**src/rtl/b2d_pkg.sv**
```systemverilog
// ----------------------------------------------------------------------------
// b2d_pkg
// Shared constants, helpers and types for the binary to decimal ASCII core.
// ----------------------------------------------------------------------------
`default_nettype none

package b2d_pkg;

  localparam int unsigned DataWidthDefault = 32;
  localparam int unsigned QueueDepth       = 2;

  localparam logic [5:0] AsciiZero   = 6'h30;
  localparam logic [3:0] DabbleLimit = 4'd5;
  localparam logic [3:0] DabbleAdd   = 4'd3;

  // Decimal digits needed for the largest value of a w-bit word:
  // floor(w * log10(2)) + 1, with log10(2) close to 1233 / 4096.
  function automatic int unsigned num_digits(int unsigned w);
    return ((w * 1233) >> 12) + 1;
  endfunction

  typedef enum logic [1:0] {
    FrontIdle,
    FrontConv,
    FrontPush
  } front_state_e;

endpackage

`default_nettype wire

```
**src/rtl/b2d_front.sv**
```systemverilog
// ----------------------------------------------------------------------------
// b2d_front
// Accepts a binary value, runs the shift-and-add-3 loop one bit per cycle,
// finds the top nonzero digit and writes the result into the queue.
// ----------------------------------------------------------------------------
`default_nettype none

module b2d_front #(
  parameter int unsigned DATA_WIDTH = b2d_pkg::DataWidthDefault,
  parameter int unsigned NUM_DIGITS = b2d_pkg::num_digits(DATA_WIDTH),
  parameter int unsigned IDX_W      = $clog2(NUM_DIGITS)
) (
  input  wire logic                          clk_i,
  input  wire logic                          rst_ni,
  input  wire logic                          push_i,
  output logic                               full_o,
  input  wire logic [DATA_WIDTH-1:0]         value_i,
  output logic                               q_wr_o,
  output logic [IDX_W+4*NUM_DIGITS-1:0]      q_data_o,
  input  wire logic                          q_full_i
);
  import b2d_pkg::*;

  localparam int unsigned BcdW = 4 * NUM_DIGITS;
  localparam int unsigned CntW = $clog2(DATA_WIDTH);

  front_state_e          state_q, state_d;
  logic [DATA_WIDTH-1:0] shift_q, shift_d;
  logic [BcdW-1:0]       bcd_q, bcd_d;
  logic [CntW-1:0]       cnt_q, cnt_d;
  logic [BcdW-1:0]       bcd_adj;
  logic [IDX_W-1:0]      top_idx;

  // Correct every digit of 5 or more before the shift.
  always_comb begin
    logic [3:0] nib;
    nib     = '0;
    bcd_adj = '0;
    for (int i = 0; i < NUM_DIGITS; i++) begin
      nib = bcd_q[4*i +: 4];
      bcd_adj[4*i +: 4] = (nib >= DabbleLimit) ? nib + DabbleAdd : nib;
    end
  end

  // Highest nonzero digit; zero keeps index 0 so a single '0' goes out.
  always_comb begin
    top_idx = '0;
    for (int i = 0; i < NUM_DIGITS; i++) begin
      if (bcd_q[4*i +: 4] != 4'd0) top_idx = IDX_W'(i);
    end
  end

  always_ff @(posedge clk_i or negedge rst_ni) begin
    if (!rst_ni) begin
      state_q <= FrontIdle;
      cnt_q   <= '0;
    end else begin
      state_q <= state_d;
      cnt_q   <= cnt_d;
    end
  end

  always_ff @(posedge clk_i) begin
    shift_q <= shift_d;
    bcd_q   <= bcd_d;
  end

  always_comb begin
    state_d = state_q;
    shift_d = shift_q;
    bcd_d   = bcd_q;
    cnt_d   = cnt_q;
    q_wr_o  = 1'b0;
    case (state_q)
      FrontIdle: begin
        if (push_i) begin
          shift_d = value_i;
          bcd_d   = '0;
          cnt_d   = CntW'(DATA_WIDTH - 1);
          state_d = FrontConv;
        end
      end
      FrontConv: begin
        bcd_d   = {bcd_adj[BcdW-2:0], shift_q[DATA_WIDTH-1]};
        shift_d = {shift_q[DATA_WIDTH-2:0], 1'b0};
        if (cnt_q == '0) begin
          state_d = FrontPush;
        end else begin
          cnt_d = cnt_q - 1'b1;
        end
      end
      FrontPush: begin
        // hold the digits until the queue has room
        if (!q_full_i) begin
          q_wr_o  = 1'b1;
          state_d = FrontIdle;
        end
      end
      default: state_d = FrontIdle;
    endcase
  end

  assign full_o   = (state_q != FrontIdle);
  assign q_data_o = {top_idx, bcd_q};

endmodule

`default_nettype wire

```
**src/rtl/b2d_queue.sv**
```systemverilog
// ----------------------------------------------------------------------------
// b2d_queue
// Short first-in first-out buffer between the converter and the emitter.
// ----------------------------------------------------------------------------
`default_nettype none

module b2d_queue #(
  parameter int unsigned WIDTH = 8,
  parameter int unsigned DEPTH = b2d_pkg::QueueDepth
) (
  input  wire logic             clk_i,
  input  wire logic             rst_ni,
  input  wire logic             wr_i,
  input  wire logic [WIDTH-1:0] wr_data_i,
  output logic                  full_o,
  input  wire logic             rd_i,
  output logic                  valid_o,
  output logic [WIDTH-1:0]      rd_data_o
);
  import b2d_pkg::*;

  localparam int unsigned PtrW = (DEPTH > 1) ? $clog2(DEPTH) : 1;
  localparam int unsigned CntW = $clog2(DEPTH + 1);

  logic [WIDTH-1:0] mem_q [DEPTH];
  logic [PtrW-1:0]  wr_ptr_q, rd_ptr_q;
  logic [CntW-1:0]  cnt_q;
  logic             do_wr, do_rd;

  assign full_o    = (cnt_q == CntW'(DEPTH));
  assign valid_o   = (cnt_q != '0);
  assign do_wr     = wr_i && !full_o;
  assign do_rd     = rd_i && valid_o;
  assign rd_data_o = mem_q[rd_ptr_q];

  function automatic logic [PtrW-1:0] next_ptr(logic [PtrW-1:0] p);
    return (p == PtrW'(DEPTH - 1)) ? '0 : p + 1'b1;
  endfunction

  always_ff @(posedge clk_i or negedge rst_ni) begin
    if (!rst_ni) begin
      wr_ptr_q <= '0;
      rd_ptr_q <= '0;
      cnt_q    <= '0;
    end else begin
      if (do_wr) wr_ptr_q <= next_ptr(wr_ptr_q);
      if (do_rd) rd_ptr_q <= next_ptr(rd_ptr_q);
      if (do_wr && !do_rd) begin
        cnt_q <= cnt_q + 1'b1;
      end else if (do_rd && !do_wr) begin
        cnt_q <= cnt_q - 1'b1;
      end
    end
  end

  always_ff @(posedge clk_i) begin
    if (do_wr) mem_q[wr_ptr_q] <= wr_data_i;
  end

endmodule

`default_nettype wire

```
**src/rtl/b2d_emit.sv**
```systemverilog
// ----------------------------------------------------------------------------
// b2d_emit
// Takes one converted number from the queue and presents its digits as
// ASCII characters, most significant first, one per pop.
// ----------------------------------------------------------------------------
`default_nettype none

module b2d_emit #(
  parameter int unsigned NUM_DIGITS = b2d_pkg::num_digits(b2d_pkg::DataWidthDefault),
  parameter int unsigned IDX_W      = $clog2(NUM_DIGITS)
) (
  input  wire logic                          clk_i,
  input  wire logic                          rst_ni,
  input  wire logic                          q_valid_i,
  input  wire logic [IDX_W+4*NUM_DIGITS-1:0] q_data_i,
  output logic                               q_rd_o,
  output logic                               empty_o,
  input  wire logic                          pop_i,
  output logic [5:0]                         digit_char_o,
  output logic                               last_o
);
  import b2d_pkg::*;

  localparam int unsigned BcdW = 4 * NUM_DIGITS;

  logic                busy_q;
  logic [IDX_W-1:0]    idx_q;
  logic [BcdW-1:0]     bcd_q;
  logic [3:0]          cur_digit;
  logic                take;

  assign cur_digit    = bcd_q[{idx_q, 2'b00} +: 4];
  assign last_o       = (idx_q == '0);
  assign empty_o      = !busy_q;
  assign digit_char_o = AsciiZero + {2'b00, cur_digit};
  assign take         = pop_i && busy_q;

  // load the next number once the final digit of this one is taken
  assign q_rd_o = q_valid_i && (!busy_q || (take && last_o));

  always_ff @(posedge clk_i or negedge rst_ni) begin
    if (!rst_ni) begin
      busy_q <= 1'b0;
      idx_q  <= '0;
    end else if (q_rd_o) begin
      busy_q <= 1'b1;
      idx_q  <= q_data_i[BcdW +: IDX_W];
    end else if (take) begin
      if (last_o) begin
        busy_q <= 1'b0;
      end else begin
        idx_q <= idx_q - 1'b1;
      end
    end
  end

  always_ff @(posedge clk_i) begin
    if (q_rd_o) bcd_q <= q_data_i[BcdW-1:0];
  end

endmodule

`default_nettype wire

```
**src/rtl/binary_to_decimal_ascii_core.sv**
```systemverilog
// ----------------------------------------------------------------------------
// binary_to_decimal_ascii_core
// Unsigned binary to decimal ASCII text, most significant digit first.
// ----------------------------------------------------------------------------
//  channel  | handshake          | payload
//  ---------+--------------------+------------------------------------------
//  input    | push_i / full_o    | value_i [DATA_WIDTH-1:0]
//  result   | pop_i / empty_o    | digit_char_o [5:0], last_o (final digit)
//
//  In the converter an item is accepted, goes through the shift-and-add-3
//  loop over every bit and is then written to the queue. That loop sets the
//  rate, as the converter takes no new value until it has written the last
//  one, while the emitter drains digits at one per cycle in parallel
//  whenever pop_i is high. Results of up to two numbers wait in the queue,
//  so the converter stalls only when both slots and the emitter are
//  occupied. Reset idles the converter and empties the queue and the emitter.
// ----------------------------------------------------------------------------
`default_nettype none

module binary_to_decimal_ascii_core #(
  parameter int unsigned DATA_WIDTH = b2d_pkg::DataWidthDefault
) (
  input  wire logic                  clk_i,
  input  wire logic                  rst_ni,
  input  wire logic                  push_i,
  output logic                       full_o,
  input  wire logic [DATA_WIDTH-1:0] value_i,
  output logic                       empty_o,
  input  wire logic                  pop_i,
  output logic [5:0]                 digit_char_o,
  output logic                       last_o
);
  import b2d_pkg::*;

  localparam int unsigned NumDigits = num_digits(DATA_WIDTH);
  localparam int unsigned IdxW      = $clog2(NumDigits);
  localparam int unsigned EntryW    = IdxW + 4 * NumDigits;

  logic              q_wr, q_full, q_valid, q_rd;
  logic [EntryW-1:0] q_wr_data, q_rd_data;

  b2d_front #(
    .DATA_WIDTH (DATA_WIDTH),
    .NUM_DIGITS (NumDigits),
    .IDX_W      (IdxW)
  ) u_front (
    .clk_i    (clk_i),
    .rst_ni   (rst_ni),
    .push_i   (push_i),
    .full_o   (full_o),
    .value_i  (value_i),
    .q_wr_o   (q_wr),
    .q_data_o (q_wr_data),
    .q_full_i (q_full)
  );

  b2d_queue #(
    .WIDTH (EntryW),
    .DEPTH (QueueDepth)
  ) u_queue (
    .clk_i     (clk_i),
    .rst_ni    (rst_ni),
    .wr_i      (q_wr),
    .wr_data_i (q_wr_data),
    .full_o    (q_full),
    .rd_i      (q_rd),
    .valid_o   (q_valid),
    .rd_data_o (q_rd_data)
  );

  b2d_emit #(
    .NUM_DIGITS (NumDigits),
    .IDX_W      (IdxW)
  ) u_emit (
    .clk_i        (clk_i),
    .rst_ni       (rst_ni),
    .q_valid_i    (q_valid),
    .q_data_i     (q_rd_data),
    .q_rd_o       (q_rd),
    .empty_o      (empty_o),
    .pop_i        (pop_i),
    .digit_char_o (digit_char_o),
    .last_o       (last_o)
  );

endmodule

`default_nettype wire

```
**config.mk**
```make
export PLATFORM = sky130hd
export DESIGN_NAME = binary_to_decimal_ascii_core
export DESIGN_NICKNAME = d
export VERILOG_FILES = /design/src/rtl/b2d_pkg.sv /design/src/rtl/b2d_front.sv /design/src/rtl/b2d_queue.sv /design/src/rtl/b2d_emit.sv /design/src/rtl/binary_to_decimal_ascii_core.sv
export SDC_FILE = /design/constraint.sdc
export NUM_CORES = 1
export LEC_CHECK = 0
export ABC_AREA = 0
export ABC_CLOCK_PERIOD_IN_PS = 3500
export BUFFER_PORTS_ARGS = -buffer_cell sky130_fd_sc_hd__buf_2
export CAP_MARGIN = 0
export CELL_PAD_IN_SITES_DETAIL_PLACEMENT = 1
export CELL_PAD_IN_SITES_GLOBAL_PLACEMENT = 1
export CORE_MARGIN = 2
export CORE_UTILIZATION = 25
export DETAILED_ROUTE_END_ITERATION = 10
export PLACE_DENSITY = 0.45
export SLEW_MARGIN = 25
export SYNTH_ARGS = -nofsm -noshare
export SYNTH_HDL_FRONTEND = slang
export SYNTH_SLANG_ARGS = --single-unit
```
**constraint.sdc**
```tcl
create_clock -name clk_i -period 3.5 [get_ports clk_i]
set_input_delay 0.7 -clock clk_i [delete_from_list [all_inputs] [get_ports clk_i]]
set_output_delay 0.7 -clock clk_i [all_outputs]
set_load 0.03 [all_outputs]
```
==> results.tsv, run 1 <==
stage	metric	value	unit
run_status	status	finished clean	
final_layout	ant diodes	0	
timing	Fin Setup TNS	0	ns
yosys	number of synthesized flops with an enable pin	200	
floorplan	die area	39240	um2
yosys	dominant synthesized flop cell	edfxtp_1	
final_layout	area grow syn2layout	17.05	%
route	Starting DRT DRC Count	153	
cts	root buffer cell	clkbuf_16	
worst_setup_path	crit end category	output port	
final_layout	Finished Cell Area	11020	um2
final_layout	area taken by multi-input logic gates	2791	um2
timing	fin worst setup slack	0.2584	ns
yosys	syn avg cell area	14.04	um2
route	antenna viol nets, final	0	
placed_design	RePlAce Congestion	0.6970	
yosys	largest family of logic cells by synthesized area	simple AND/OR/NAND/NOR gates	
cts	CTS tree	yes	
cts	clock buffer depth	3	
yosys	FFs w/ async S/R, synth	7.407	%
global_routing	vias in the first global route	5752	
timing	RSZ-0062 raised after global routing	no	
floorplan	Die W	198.1	um
floorplan	CORE AREA	37400	um2
placed_design	DPL Wire Length	12.94	mm
cts	Post-CTS Setup Inserts	0	
route	wire per inst	16.03	um
final_layout	Final Util	29.47	%
yosys	mux contribution to synthesized area	8.410	%
timing	clock skew	0.01904	ns
floorplan	# rows	71	
timing	worst slew pin tran	0.7544	ns
floorplan	Initial Util	25.18	%
worst_setup_path	reg2reg end	u_emit.bcd_q[35]$_DFFE_PP_	
worst_setup_path	crit start category	flop	
route	vias per inst	4.215	
timing	period utilisation layout	92.62	%
route	total number of vias	5282	
worst_setup_path	worst setup path class	flop to output port	
final_layout	layout cells sized above 1	18.60	%
cts	CTS Hold Bufs	0	
pwr	worst vdd ir	0.3414	mV
yosys	sequential share of the synthesized area	68.02	%
global_routing	total track usage	10.42	%
worst_setup_path	Reg2Reg Depth	6	
timing	fin. max-slew vios	0	
floorplan	Die Y	198.1	um
cts	Clock Latency Late Sink	0.53	ns
global_routing	antenna violations before repair	0	
yosys	complex-gate fraction of the synthesized area	4.703	%
yosys	yosys warns	0	
route	final wirelength	20.09	mm
cts	Clock transition at path regs	0.06	ns
yosys	post-synthesis adder-cell area fraction	3.321	%
global_routing	pin count of the biggest net entering global routing	46	
placed_design	DP Area	10220	um2
yosys	unique cell type count in the Yosys netlist	53	
yosys	xor-xnor portion of the synthesized cell area	2.232	%
cts	H-tree lvl count	1	
timing	setup violators final	0	
yosys	Seq cells post-synth	216	
timing	Slew HR	49.70	%
pwr	Static Leakage	4.109	nW
yosys	synthesized cell area	9418	um2
timing	Final Hold Viols	0	
worst_setup_path	flop2flop setup slack	0.89	ns
cts	PostCTS Resize Cnt	0	
worst_setup_path	Critical Path RT	2.80	ns
job	max_cap viols	0	
yosys	Synth Area in Simple Gates	10.68	%
cts	TritonCTS Buffers	25	
worst_setup_path	worst reg2reg startpoint	u_emit.idx_q[0]$_DFFE_PN0P_	
worst_hold_path	HP Class	input port to asynchronous set/reset pin	
final_layout	register area	6410	um2
final_layout	commonest cells after routing, fill and taps aside	200 x edfxtp_1, 122 x nand2_1, 42 x buf_2	
worst_setup_path	Worst Path Arrival	2.54	ns
final_layout	nets@finish	784	
global_routing	Remaining Overflow, GRT	0	
timing	Peak Freq	308.5	MHz
route	TritonRoute pass-1 iters	4	
timing	Tmin final	3.242	ns
placed_design	Setup WS pre-CTS	0.7735	ns
yosys	cell count after synthesis	671	
floorplan	I/O pins	45	
route	DRC viols	0	
placed_design	PortBufs	42	
cts	Sink Count	216	
pwr	P per Cell Area	876.0	nW/um2
final_layout	filler cell count	3981	
worst_setup_path	Worst Path Max Fanout	14	
global_routing	first-pass GRT wire length	32.11	mm
final_layout	most common cell after layout, fill and taps aside	edfxtp_1	
## per-stage QoR
| step | hold WS (ns) | cells | power, mW |
|---|---|---|---|
| after floorplan | 0.4044 | 672 | 6.390 |
| after global placement | 0.4813 | 1207 | 7.047 |
| after detailed placement | 0.4939 | 1207 | 7.234 |
| after CTS | 0.07957 | 1253 | 9.850 |
| after global routing | 0.09096 | 1253 | 10.36 |
| final | 0.09432 | 1253 | 9.656 |
## worst max-delay path, stage by stage (launching register included)
cell	delay [ns]
dfrtp_1	0.83
mux4_1	0.65
mux2i_1	0.16
o21ai_0	0.14
buf_2	0.23
## Yosys cell counts, types with 8 or more instances
cell type | instances | area share, %
ha_1 | 25 | 3.3
nor2b_1 | 12 | 0.80
mux4_1 | 8 | 2.2
buf_2 | 11 | 0.58
nand2_1 | 122 | 4.9
nor3_1 | 10 | 0.53
mux2_2 | 41 | 4.9
xor2_1 | 12 | 1.1
a211oi_1 | 10 | 0.80
xnor2_1 | 12 | 1.1
a21oi_1 | 25 | 1.3
nand2b_1 | 13 | 0.86
edfxtp_1 | 200 | 64
clkbuf_1 | 10 | 0.40
mux2i_1 | 12 | 1.3
o21ai_0 | 19 | 1.0
dfrtp_1 | 16 | 4.3
inv_1 | 27 | 1.1
nor2_1 | 40 | 1.6
## worst max-delay path by stage
stage	startpoint	endpoint	slack [ns]	cells after the start
2_1_floorplan	u_queue.cnt_q[0]$_DFFE_PN0P_	u_queue.mem_q[0][0]$_DFFE_PP_	0.31	3
3_3_place_gp	u_emit.idx_q[0]$_DFFE_PN0P_	digit_char_o[2]	0.82	4
3_5_place_dp	u_emit.idx_q[0]$_DFFE_PN0P_	digit_char_o[1]	0.77	4
4_1_cts	u_emit.idx_q[0]$_DFFE_PN0P_	digit_char_o[1]	0.18	4
5_1_grt	u_emit.idx_q[0]$_DFFE_PN0P_	digit_char_o[3]	0.1	4
6_report	u_emit.idx_q[0]$_DFFE_PN0P_	digit_char_o[1]	0.26	4
## registers in the layout (all words and copies together) (netlist names)
register / flops
u_queue.mem_q: 88
u_emit.bcd_q: 40
u_front.bcd_q: 40
u_front.shift_q: 32
u_front.cnt_q: 5
u_emit.idx_q: 4
u_front.state_q: 2
u_queue.cnt_q: 2
u_emit.busy_q: 1
u_queue.rd_ptr_q: 1
u_queue.wr_ptr_q: 1
## metal layers
| metal | global-route usage [%] | part of all wire [%] | vias to the layer above | routed length, um |
|---|---|---|---|---|
| li1 | - | - | 2523 | - |
| met1 | 13.38 | 46 | 2685 | 9169 |
| met2 | 18.21 | 50 | 50 | 9973 |
| met3 | 1.823 | 3.3 | 24 | 655 |
| met4 | 2.562 | 1.4 | 0 | 291 |
| met5 | 0 | 0 | - | 0 |
## cell families after synthesis
family | after synthesis
other | 1
and+or+nand+nor | 220
xor gates and xnor gates | 24
adders and majority gates | 25
AOI/OAI and AO/OA | 71
muxes | 61
buffers and inverters | 53
DFF | 216
## layout make-up
| class | count | area share (%) |
|---|---|---|
| Sequential cell | 216 | 58.15 |
| Inverter | 28 | 0.9535 |
| Timing Repair Buffer | 49 | 2.497 |
| Clock inverter | 10 | 0.7605 |
| Tap cell | 511 | 5.800 |
| Clock buffer | 36 | 6.515 |
| Multi-Input combinational cell | 403 | 25.32 |
## power by group
group          total [mW]  internal, mW  switching, mW
Combinational        2.61          1.15           1.46
Sequential           4.51          3.82          0.694
Clock                2.54          1.50           1.04
Total                9.66          6.46           3.19
No activity file was read; power rests on OpenSTA's default activity.
==> run 2, diff against run 1 <==
ABC_CLOCK_PERIOD_IN_PS = 4000   (was 3500)
TNS_END_PERCENT = 10   (was not set)
clock period = 4 ns   (was 3.5 ns; I/O delays follow)
==> results.tsv, run 2 (synthesized netlist as in run 1, its figures left out) <==
stage	metric	value	unit
timing	Final Hold Viols	0	
route	total number of vias	5286	
floorplan	Initial Util	25.18	%
timing	Peak Freq	303.3	MHz
placed_design	PortBufs	42	
timing	worst slew pin tran	0.7627	ns
timing	fin. max-slew vios	0	
placed_design	RePlAce Congestion	0.7256	
cts	Clock Latency Late Sink	0.52	ns
floorplan	Die W	198.1	um
route	Starting DRT DRC Count	238	
global_routing	antenna violations before repair	0	
timing	setup violators final	0	
worst_hold_path	HP Class	input port to asynchronous set/reset pin	
cts	CTS tree	yes	
final_layout	commonest cells after routing, fill and taps aside	200 x edfxtp_1, 122 x nand2_1, 42 x buf_2	
timing	fin worst setup slack	0.7026	ns
cts	TritonCTS Buffers	25	
worst_setup_path	Critical Path RT	3.20	ns
route	TritonRoute pass-1 iters	4	
final_layout	max reg flops	88	
timing	period utilisation layout	82.44	%
timing	Hold Slack	0.2052	ns
final_layout	layout cells sized above 1	18.76	%
final_layout	most common cell after layout, fill and taps aside	edfxtp_1	
cts	clock buffer depth	3	
cts	root buffer cell	clkbuf_16	
final_layout	Largest Register	u_queue.mem_q	
timing	Tmin final	3.297	ns
worst_setup_path	reg2reg end	u_emit.bcd_q[5]$_DFFE_PP_	
worst_setup_path	Reg2Reg Depth	6	
worst_setup_path	CP max stage delay	0.79	ns
pwr	P per Cell Area	772.6	nW/um2
global_routing	first-pass GRT wire length	31.60	mm
global_routing	vias in the first global route	5616	
run_status	status	finished clean	
cts	PostCTS Resize Cnt	0	
final_layout	nets@finish	784	
timing	Fin Setup TNS	0	ns
final_layout	leading registers by flop count	u_queue.mem_q x88, u_emit.bcd_q x40, u_front.bcd_q x40	
floorplan	# rows	71	
timing	RSZ-0062 raised after global routing	no	
final_layout	Final Util	29.51	%
route	antenna viol nets, final	0	
worst_setup_path	flop2flop setup slack	1.29	ns
worst_setup_path	Crit path max-delay family	multiplexers	
cts	Post-CTS Setup Inserts	0	
route	vias per inst	4.222	
placed_design	Setup WS pre-CTS	1.198	ns
worst_setup_path	crit path launch	u_emit.idx_q[0]$_DFFE_PN0P_	
timing	Slew HR	49.05	%
worst_setup_path	crit start category	flop	
worst_setup_path	crit end category	output port	
job	max_cap viols	0	
floorplan	die area	39240	um2
global_routing	Remaining Overflow, GRT	0	
floorplan	I/O pins	45	
cts	Sink Count	216	
worst_setup_path	Worst Path Max Fanout	14	
pwr	worst vdd ir	0.2412	mV
final_layout	ant diodes	0	
worst_setup_path	Worst Path Arrival	2.50	ns
floorplan	CORE AREA	37400	um2
worst_setup_path	worst path cell trace	mux4_1 > mux2i_1 > o21ai_0 > buf_2	
pwr	Static Leakage	4.108	nW
route	DRC viols	0	
global_routing	pin count of the biggest net entering global routing	46	
cts	H-tree lvl count	1	
worst_setup_path	worst setup path class	flop to output port	
cts	CTS Hold Bufs	0	
global_routing	total track usage	10.33	%
floorplan	Die Y	198.1	um
route	wire per inst	16.11	um
worst_setup_path	Crit-path slowest cell	dfrtp_1	
cts	Clock transition at path regs	0.06	ns
timing	clock skew	0.01525	ns
final_layout	area grow syn2layout	17.19	%
placed_design	DPL Wire Length	13.21	mm
worst_setup_path	Worst Path Buf+Inv	1	
route	final wirelength	20.17	mm
worst_setup_path	worst reg2reg startpoint	u_emit.idx_q[0]$_DFFE_PN0P_	
## run 2: cell types whose count changed in the layout (fill, tap and decap cells not counted), sizes merged
| cell | before | now |
|---|---|---|
| clkbuf | 36 | 31 |
| bufinv | 1 | 4 |
| clkinvlp | 0 | 1 |
## run 2: report_power, final
part / total [mW] / switching [mW] / internal, mW / leakage, nW
registers: 3.95 / 0.607 / 3.34 / 2.14
clock network: 2.31 / 0.904 / 1.41 / 0.398
logic: 2.27 / 1.27 / 0.996 / 1.57
total: 8.53 / 2.79 / 5.74 / 4.11
## run 2: worst max-delay path by stage
| stage | end | slack (ns) | cells past startpoint |
|---|---|---|---|
| after global routing | digit_char_o[1] | 0.55 | 4 |
| final | digit_char_o[0] | 0.70 | 4 |
| after CTS | digit_char_o[0] | 0.62 | 4 |
| after global placement | digit_char_o[1] | 1.20 | 4 |
| after detailed placement | digit_char_o[0] | 1.20 | 4 |
| after floorplan | u_queue.mem_q[0][0]$_DFFE_PP_ | 0.81 | 3 |
## run 2: through the flow
step / instances / total power, mW / area (um2)
4_1_cts: 1252 / 8.702 / 11030
5_1_grt: 1252 / 9.123 / 11040
6_report: 1252 / 8.527 / 11040
2_1_floorplan: 672 / 5.591 / 9422
3_5_place_dp: 1207 / 6.322 / 10210
3_3_place_gp: 1207 / 6.171 / 10210
## run 2: area by class of cell
cell class	instances	area (um2)
fillers	3971	26360
flip-flops and latches	216	6410
multi-input cells	403	2796
clock buffers	31	648.1
well taps	511	639.4
repair buffers	49	262.8
clock inverters	14	175.2
inverters	28	105.1
## run 2: layer usage
layer	wire [um]	track usage [%]
met1	9064	13.06
met2	10120	18.15
met3	522	1.516
met4	465	3.286
met5	0	0
## run 2: worst register-to-register path: stages (launching register included)
cell,delay [ns]
dfrtp_1,0.63
inv_1,0.25
ha_1,0.21
nand4bb_1,0.14
a21o_1,0.32
inv_2,0.50
buf_4,0.35
